--- config.mk ---
export PLATFORM = sky130hd
export DESIGN_NAME = base64_stream_decoder_top
export DESIGN_NICKNAME = d
export VERILOG_FILES = /design/src/sv/b64d_pkg.sv /design/src/sv/b64d_front.sv /design/src/sv/b64d_fifo.sv /design/src/sv/b64d_back.sv /design/src/sv/base64_stream_decoder_top.sv
export SDC_FILE = /design/constraint.sdc
export NUM_CORES = 1
export LEC_CHECK = 0
export BUFFER_PORTS_ARGS = -buffer_cell sky130_fd_sc_hd__buf_2
export CORE_MARGIN = 8
export CORE_UTILIZATION = 30
export CTS_BUF_LIST = sky130_fd_sc_hd__clkbuf_8 sky130_fd_sc_hd__clkbuf_16
export CTS_CLUSTER_SIZE = 28
export DETAILED_ROUTE_END_ITERATION = 12
export PLACE_DENSITY_LB_ADDON = 0.2
export SYNTH_ARGS = -nofsm -noshare
export SYNTH_HDL_FRONTEND = slang
export SYNTH_SLANG_ARGS = --single-unit
--- constraint.sdc ---
create_clock -name i_clk -period 7.2 [get_ports i_clk]
set_input_delay 1.44 -clock i_clk [delete_from_list [all_inputs] [get_ports i_clk]]
set_output_delay 1.44 -clock i_clk [all_outputs]
set_load 0.1 [all_outputs]
--- src/sv/b64d_pkg.sv ---
package b64d_pkg;

    // status codes carried on each result
    localparam logic [1:0] ST_OK         = 2'd0;
    localparam logic [1:0] ST_INCOMPLETE = 2'd1;
    localparam logic [1:0] ST_ILLEGAL    = 2'd2;

    // character codes
    localparam logic [7:0] CH_UPPER_A = 8'h41;
    localparam logic [7:0] CH_UPPER_Z = 8'h5A;
    localparam logic [7:0] CH_LOWER_A = 8'h61;
    localparam logic [7:0] CH_LOWER_Z = 8'h7A;
    localparam logic [7:0] CH_DIGIT_0 = 8'h30;
    localparam logic [7:0] CH_DIGIT_9 = 8'h39;
    localparam logic [7:0] CH_PLUS    = 8'h2B;
    localparam logic [7:0] CH_SLASH   = 8'h2F;
    localparam logic [7:0] CH_PAD     = 8'h3D;

    // sextet offsets of the alphabet groups
    localparam logic [5:0] SX_LOWER_BASE = 6'd26;
    localparam logic [5:0] SX_DIGIT_BASE = 6'd52;
    localparam logic [5:0] SX_PLUS       = 6'd62;
    localparam logic [5:0] SX_SLASH      = 6'd63;

    // classified character
    typedef struct packed {
        logic       illegal;
        logic [5:0] value;
    } t_sext;

    // one queued job: up to three results sharing flags
    typedef struct packed {
        logic [2:0][7:0] data;    // data[0] goes out first
        logic [1:0]      cnt;     // results in this job, 1..3
        logic            has;     // results carry bytes
        logic [1:0]      status;
        logic            last;    // final result of the job ends the string
    } t_job;

    function automatic t_sext to_sextet(input logic [7:0] c);
        t_sext s;
        logic [7:0] d;
        s.illegal = 1'b0;
        s.value   = '0;
        d         = '0;
        if (c >= CH_UPPER_A && c <= CH_UPPER_Z) begin
            d       = c - CH_UPPER_A;
            s.value = d[5:0];
        end else if (c >= CH_LOWER_A && c <= CH_LOWER_Z) begin
            d       = c - CH_LOWER_A;
            s.value = SX_LOWER_BASE + d[5:0];
        end else if (c >= CH_DIGIT_0 && c <= CH_DIGIT_9) begin
            d       = c - CH_DIGIT_0;
            s.value = SX_DIGIT_BASE + d[5:0];
        end else if (c == CH_PLUS) begin
            s.value = SX_PLUS;
        end else if (c == CH_SLASH) begin
            s.value = SX_SLASH;
        end else if (c == CH_PAD) begin
            s.value = '0;
        end else begin
            s.illegal = 1'b1;
        end
        return s;
    endfunction

endpackage

--- src/sv/b64d_front.sv ---
module b64d_front (
    input  logic            i_clk,
    input  logic            i_rst_n,
    input  logic            i_valid,
    input  logic [7:0]      i_char,
    input  logic            i_eos,
    input  logic            i_full,
    input  logic            i_cfg_valid,
    input  logic            i_cfg_data,
    output logic            o_push,
    output b64d_pkg::t_job  o_job
);
    import b64d_pkg::*;

    logic [2:0][5:0] r_store;
    logic [2:0][5:0] n_store;
    logic [1:0]      r_qcnt, n_qcnt;
    logic            r_pad3, n_pad3;
    logic            r_swallow, n_swallow;
    logic            r_strict;

    logic   accept;
    t_sext  sx;
    logic   is_pad;
    t_job   job;
    logic   push;

    assign accept = i_valid && !i_full;
    assign sx     = to_sextet(i_char);
    assign is_pad = (i_char == CH_PAD);

    // classify the character and update the quad
    always_comb begin
        n_store   = r_store;
        n_qcnt    = r_qcnt;
        n_pad3    = r_pad3;
        n_swallow = r_swallow;
        push      = 1'b0;
        job.data   = '0;
        job.cnt    = 2'd1;
        job.has    = 1'b0;
        job.status = ST_OK;
        job.last   = 1'b1;
        if (accept) begin
            if (r_swallow) begin
                if (i_eos) begin
                    n_swallow = 1'b0;
                end
            end else if (sx.illegal) begin
                if (r_strict) begin
                    push       = 1'b1;
                    job.status = ST_ILLEGAL;
                    n_qcnt     = '0;
                    n_pad3     = 1'b0;
                    n_swallow  = !i_eos;
                end else if (i_eos) begin
                    push   = 1'b1;
                    n_qcnt = '0;
                    n_pad3 = 1'b0;
                end
            end else if (r_qcnt != 2'd3) begin
                n_store[r_qcnt] = sx.value;
                if (r_qcnt == 2'd2) begin
                    n_pad3 = is_pad;
                end
                n_qcnt = r_qcnt + 2'd1;
                if (i_eos) begin
                    push       = 1'b1;
                    job.status = r_strict ? ST_INCOMPLETE : ST_OK;
                    n_qcnt     = '0;
                    n_pad3     = 1'b0;
                end
            end else begin
                // fourth sextet: emit the decoded bytes
                push        = 1'b1;
                job.has     = 1'b1;
                job.data[0] = {r_store[0], r_store[1][5:4]};
                job.data[1] = {r_store[1][3:0], r_store[2][5:2]};
                job.data[2] = {r_store[2][1:0], sx.value};
                job.cnt     = r_pad3 ? 2'd1 : (is_pad ? 2'd2 : 2'd3);
                job.last    = (job.cnt != 2'd3) || i_eos;
                n_qcnt      = '0;
                n_pad3      = 1'b0;
                n_swallow   = (job.cnt != 2'd3) && !i_eos;
            end
        end
    end

    always_ff @(posedge i_clk) begin
        r_store <= n_store;
        if (!i_rst_n) begin
            r_qcnt    <= '0;
            r_pad3    <= 1'b0;
            r_swallow <= 1'b0;
            r_strict  <= 1'b1;
        end else begin
            r_qcnt    <= n_qcnt;
            r_pad3    <= n_pad3;
            r_swallow <= n_swallow;
            if (i_cfg_valid) begin
                r_strict <= i_cfg_data;
            end
        end
    end

    assign o_push = push;
    assign o_job  = job;

    // characters of a swallowed tail never produce a job
    a_swallow_quiet: assert property (@(posedge i_clk) disable iff (!i_rst_n)
        (accept && r_swallow) |-> !push)
        else $error("job pushed while swallowing");

    // a byte job with fewer than three bytes always ends the string
    a_short_last: assert property (@(posedge i_clk) disable iff (!i_rst_n)
        (push && job.has && job.cnt != 2'd3) |-> job.last)
        else $error("short quad without last");

endmodule

--- src/sv/b64d_fifo.sv ---
module b64d_fifo #(
    parameter int DEPTH = 4
) (
    input  logic            i_clk,
    input  logic            i_rst_n,
    input  logic            i_push,
    input  b64d_pkg::t_job  i_job,
    input  logic            i_pop,
    output logic            o_full,
    output logic            o_nempty,
    output b64d_pkg::t_job  o_head
);
    import b64d_pkg::*;

    localparam int AW = (DEPTH > 1) ? $clog2(DEPTH) : 1;
    localparam int CW = $clog2(DEPTH + 1);

    t_job            r_mem [DEPTH];
    logic [AW-1:0]   r_wptr, r_rptr;
    logic [CW-1:0]   r_count;

    function automatic logic [AW-1:0] bump(input logic [AW-1:0] p);
        return (p == AW'(DEPTH - 1)) ? '0 : p + AW'(1);
    endfunction

    // storage
    always_ff @(posedge i_clk) begin
        if (i_push) begin
            r_mem[r_wptr] <= i_job;
        end
    end

    // pointers and fill level
    always_ff @(posedge i_clk) begin
        if (!i_rst_n) begin
            r_wptr  <= '0;
            r_rptr  <= '0;
            r_count <= '0;
        end else begin
            if (i_push) begin
                r_wptr <= bump(r_wptr);
            end
            if (i_pop) begin
                r_rptr <= bump(r_rptr);
            end
            if (i_push && !i_pop) begin
                r_count <= r_count + CW'(1);
            end else if (!i_push && i_pop) begin
                r_count <= r_count - CW'(1);
            end
        end
    end

    assign o_full   = (r_count == CW'(DEPTH));
    assign o_nempty = (r_count != '0);
    assign o_head   = r_mem[r_rptr];

    a_no_overflow: assert property (@(posedge i_clk) disable iff (!i_rst_n)
        i_push |-> !o_full)
        else $error("push into full queue");

    a_no_underflow: assert property (@(posedge i_clk) disable iff (!i_rst_n)
        i_pop |-> o_nempty)
        else $error("pop from empty queue");

endmodule

--- src/sv/b64d_back.sv ---
module b64d_back (
    input  logic            i_clk,
    input  logic            i_rst_n,
    input  logic            i_nempty,
    input  b64d_pkg::t_job  i_head,
    input  logic            i_stall,
    output logic            o_pop,
    output logic            o_valid,
    output logic [7:0]      o_byte,
    output logic            o_has_byte,
    output logic [1:0]      o_status,
    output logic            o_last
);
    import b64d_pkg::*;

    logic [1:0] r_idx;
    logic       final_res;
    logic       xfer;

    assign final_res = (r_idx + 2'd1 == i_head.cnt);
    assign xfer      = i_nempty && !i_stall;

    // step through the results of the head job
    always_ff @(posedge i_clk) begin
        if (!i_rst_n) begin
            r_idx <= '0;
        end else if (xfer) begin
            r_idx <= final_res ? 2'd0 : r_idx + 2'd1;
        end
    end

    assign o_pop      = xfer && final_res;
    assign o_valid    = i_nempty;
    assign o_byte     = i_head.data[r_idx];
    assign o_has_byte = i_head.has;
    assign o_status   = i_head.status;
    assign o_last     = final_res && i_head.last;

    // the result index never runs past the job's count
    a_idx_range: assert property (@(posedge i_clk) disable iff (!i_rst_n)
        i_nempty |-> (r_idx < i_head.cnt))
        else $error("result index beyond job");

endmodule

--- src/sv/base64_stream_decoder_top.sv ---
// Channel  Direction  Handshake                  Payload
// in       sink       i_in_valid / o_in_stall    i_in_char, i_end_of_string
// out      source     o_out_valid / i_out_stall  o_out_byte, o_has_byte, o_status, o_last
// cfg      sink       i_cfg_valid / o_cfg_ready  i_cfg_data (strict_check)
//
// One character is taken per cycle while o_in_stall is low; a decoded quad leaves as up
// to three results, one per cycle while i_out_stall is low, from a job queue of
// FIFO_DEPTH entries, so one character per cycle is sustained without output stalls.
// o_in_stall rises only when the job queue is full; o_out_valid follows the queue.
// Synchronous active-low reset empties the queue, clears the quad and sets strict mode.
// The config port is always ready.
module base64_stream_decoder_top #(
    parameter int FIFO_DEPTH = 4
) (
    input  logic       i_clk,
    input  logic       i_rst_n,
    input  logic       i_in_valid,
    output logic       o_in_stall,
    input  logic [7:0] i_in_char,
    input  logic       i_end_of_string,
    output logic       o_out_valid,
    input  logic       i_out_stall,
    output logic [7:0] o_out_byte,
    output logic       o_has_byte,
    output logic [1:0] o_status,
    output logic       o_last,
    input  logic       i_cfg_valid,
    output logic       o_cfg_ready,
    input  logic       i_cfg_data
);
    import b64d_pkg::*;

    logic  push, pop, full, nempty;
    t_job  job, head;

    assign o_cfg_ready = 1'b1;
    assign o_in_stall  = full;

    b64d_front u_front (
        .i_clk       (i_clk),
        .i_rst_n     (i_rst_n),
        .i_valid     (i_in_valid),
        .i_char      (i_in_char),
        .i_eos       (i_end_of_string),
        .i_full      (full),
        .i_cfg_valid (i_cfg_valid),
        .i_cfg_data  (i_cfg_data),
        .o_push      (push),
        .o_job       (job)
    );

    b64d_fifo #(
        .DEPTH (FIFO_DEPTH)
    ) u_fifo (
        .i_clk    (i_clk),
        .i_rst_n  (i_rst_n),
        .i_push   (push),
        .i_job    (job),
        .i_pop    (pop),
        .o_full   (full),
        .o_nempty (nempty),
        .o_head   (head)
    );

    b64d_back u_back (
        .i_clk      (i_clk),
        .i_rst_n    (i_rst_n),
        .i_nempty   (nempty),
        .i_head     (head),
        .i_stall    (i_out_stall),
        .o_pop      (pop),
        .o_valid    (o_out_valid),
        .o_byte     (o_out_byte),
        .o_has_byte (o_has_byte),
        .o_status   (o_status),
        .o_last     (o_last)
    );

    // a result carrying a byte is always ok
    a_byte_ok: assert property (@(posedge i_clk) disable iff (!i_rst_n)
        (o_out_valid && o_has_byte) |-> (o_status == ST_OK))
        else $error("byte result with error status");

endmodule
==> results by group <==
Global routing
  – GR Util All Layers: 10.49%
  – Initial antenna violation count: 0
  – Vias in the first global route: 3,791
  – Pin count of the biggest net entering global routing: 31
  – First-pass GRT wire length: 21.91 mm
  – Gr ovfl total: 0

Finish
  – Multi-input gate area: 2126 um2
  – FILL cells: 2,117
  – Antenna diodes: 0
  – Final Core Density: 34.95%
  – Final #Nets: 498
  – Layout cells sized above 1: 23.32%
  – Area delta synth->final: 15.68%
  – Finished Layout Cells: 761
  – FF/Latch Area: 4466 um2

Routing
  – Post-DR wirelength/cell: 18.04 um
  – 1st-pass router iterations: 4
  – DRC violations left: 0
  – Vias per cell: 4.752
  – M1 WL: 6.447 mm
  – Post-Route WL: 13.73 mm
  – DRT antenna net count: 0
  – Via Count: 3,616
  – Top Layer Used: met4
  – DRT iter0 DRCs: 220
  – Met2 Wirelength: 6.731 mm
  – WL met3: 395 um

Synthesis
  – Ys Warns: 0
  – Area of the mapped netlist: 6758 um2
  – Count of cell types in the netlist: 61
  – Number of enable flip-flop cells after synthesis: 138
  – Asr flop ratio synth: 0%
  – Cell count after synthesis: 424
  – Net Count, Synth: 459
  – Part of the Yosys area used for sequential elements: 66.06%
  – Top FF cell, synth: edfxtp_1
  – Flops & latches, synth: 154
  – Avg Synthesized Cell Area: 15.94 um2

STA
  – Max Clk Rate: 0.2317 GHz
  – Worst slew pin tran: 0.8496 ns
  – Final worst slack: 2.885 ns
  – Post-layout min period: 4.315 ns
  – Worst clock skew: 0.007990 ns
  – Tcrit/Tclk final: 59.93%
  – Slew Limit Headroom: 43.30%
  – Pins over their slew limit: 0
  – Setup TNS: 0 ns
  – RSZ-0062 raised after global routing: no
  – Hold Violations, Final: 0
  – # setup viols final: 0
  – Worst hold slack: 0.4862 ns

Die
  – Area of the core: 22,370 um2
  – # IOs: 30
  – Initial Util: 30.22%
  – Die Area: 27,580 um2
  – Row count: 55
  – Die Wd: 166.1 um
  – DIE HEIGHT: 166.1 um

Clock network
  – H-tree levels: 4
  – Clk root buf: clkbuf_16
  – # hold bufs at CTS: 0
  – CTS tree: done
  – Clock slew at reported path FFs: 0.06 ns
  – Clk buf depth: 2
  – Cts bufs inserted: 17
  – Setup repair bufs after CTS: 0
  – Clock Latency Late Sink: 0.42 ns
  – Num Clock Sinks: 154
  – Post_cts resized: 0

Flow run
  – Max-cap violations: 0

Setup path
  – WP data arrival: 4.65 ns
  – Worst path bufs/invs: 4
  – Critical Path RT: 7.54 ns
  – Critical Path, Cell by Cell: buf_2, inv_1, ha_1, a21oi_1, a311oi_1, nor3_2, buf_4, or2_2, a21oi_2, ha_1, inv_1, fa_1, xor2_1, or3_1, a21boi_0
  – Delay-heaviest family, CP: adder cells
  – Critical path endpoint category: flip-flop
  – Slowest CP cell: fa_1
  – Register-to-register setup slack: 3.74 ns
  – Crit start category: input pin
  – Crit-path max FO: 16
  – CP peak stage delay: 0.43 ns
  – Crit path kind: input pin to flip-flop

Pwr
  – PD cells: 341.5 nW/um2
  – Peak VDD IR: 0.0001383 V
  – Leak: 2.765 nW

Placed design
  – DP HPWL: 8.567 mm
  – IO buf count: 28
  – Worst slack, placed: 2.468 ns
  – Placed Instances: 729
  – Routability Congestion: 0.8155

Outcome
  – Status: finished, final reports clean

Min path
  – Worst Hold Class: flip-flop to flip-flop
-- synth_stat cells (2+ instances only) --
cell type,number,share of area (%)
inv_2,2,0.11
nor2_1,15,0.83
xnor2_1,3,0.39
a21boi_1,3,0.33
nand3_1,6,0.44
mux2i_1,13,1.9
xor2_1,2,0.26
a21oi_1,8,0.59
o21ai_1,3,0.22
nand2_1,15,0.83
and2_1,29,2.7
or4_1,2,0.22
a211oi_1,3,0.33
edfxtp_1,138,61
a21boi_0,3,0.33
or3_1,4,0.37
ha_1,19,3.5
mux4_2,30,10
inv_1,23,1.3
buf_2,7,0.52
nand4_1,2,0.19
dfxtp_1,16,4.7
o22ai_1,9,0.83
buf_1,2,0.11
nor3_1,5,0.37
nor2b_1,6,0.56
o21ai_0,10,0.74
and3_1,7,0.65
nand2b_1,2,0.19
clkbuf_1,5,0.28
a221oi_1,2,0.26
-- final cells by class --
type                            instances  share of cell area (%)
Clock inverter                         15                   1.921
Sequential cell                       154                   57.12
Tap cell                              285                   4.561
Timing Repair Buffer                   36                   2.561
Inverter                               25                   1.200
Clock buffer                           17                   5.442
Multi-Input combinational cell        229                   27.19
-- kinds of logic after synthesis --
| group | Yosys count | synth area share, % |
|---|---|---|
| compound gates | 55 | 5.851 |
| other cells | 1 | 0.05549 |
| xor+xnor | 6 | 0.8889 |
| flops | 154 | 66.06 |
| simple gates | 104 | 8.924 |
| buf+inv | 41 | 2.481 |
| mux | 43 | 11.92 |
| fa+ha+maj | 20 | 3.814 |
-- final timing paths --
check / startpoint / end / cells after the start
setup reg to reg: flip-flop / u_fifo.r_count[2] / 10
hold reg to reg: u_fifo.r_rptr[0] / flip-flop / 2
setup / recovery: i_in_char[2] / u_fifo.r_count[2] / 15
hold / removal: u_fifo.r_rptr[0] / flip-flop / 2
-- stage by stage --
stage	instance area, um2	power (mW)
2_1_floorplan	6758	1.689
3_3_place_gp	7242	1.836
3_5_place_dp	7242	1.844
4_1_cts	7818	2.705
5_1_grt	7818	2.786
6_report	7818	2.670
-- registers in the layout, indices dropped and copies added (netlist names), 2 cells and up, named ones only --
register         cells
u_back.r_idx         2
u_fifo.r_count       3
u_fifo.r_mem       120
u_fifo.r_rptr        2
u_fifo.r_wptr        2
u_front.r_qcnt       2
u_front.r_store     18
-- report_power, final --
part / internal, mW / switching, mW / total [mW]
Clock: 0.509 / 0.352 / 0.860
Sequential: 1.05 / 0.0397 / 1.09
Combinational: 0.202 / 0.521 / 0.723
-- per-layer routing --
layer  track usage (%)  up-vias
met1             13.09     1837
met5                 0        -
met2             17.46       64
li1                  -     1706
met4             3.636        0
met3             2.615        9
-- worst reg2reg max path, delay by kind of cell, from the launching register on --
family,cells,cell delay [ns]
buffers and inverters,1,0.07
AOI/OAI and AO/OA,1,0.18
DFF,1,0.70
muxes,2,0.96
and+or+nand+nor,2,0.52
adders and majority gates,2,0.62
xor gates and xnor gates,2,0.34
-- layout by cell type, fill, tap and decap left out, types with 3 or more instances in the layout --
cell,synthesis,routed
o22ai_1,9,9
a21oi_1,8,8
clkbuf_16,0,17
a21boi_0,3,3
nand3_1,6,6
a21boi_1,3,3
and2_1,29,29
o21ai_1,3,3
nor3_1,5,5
nand2_1,15,15
buf_4,1,8
dfxtp_1,16,15
buf_2,7,28
and3_1,7,7
mux4_2,30,30
ha_1,19,19
clkinvlp_4,0,5
o21ai_0,10,10
nor2_1,15,15
nor2b_1,6,6
or3_1,4,4
a211oi_1,3,3
xnor2_1,3,3
mux2i_1,13,13
inv_1,23,24
edfxtp_1,138,138
Note: power is estimated with default switching activity, not from simulation.
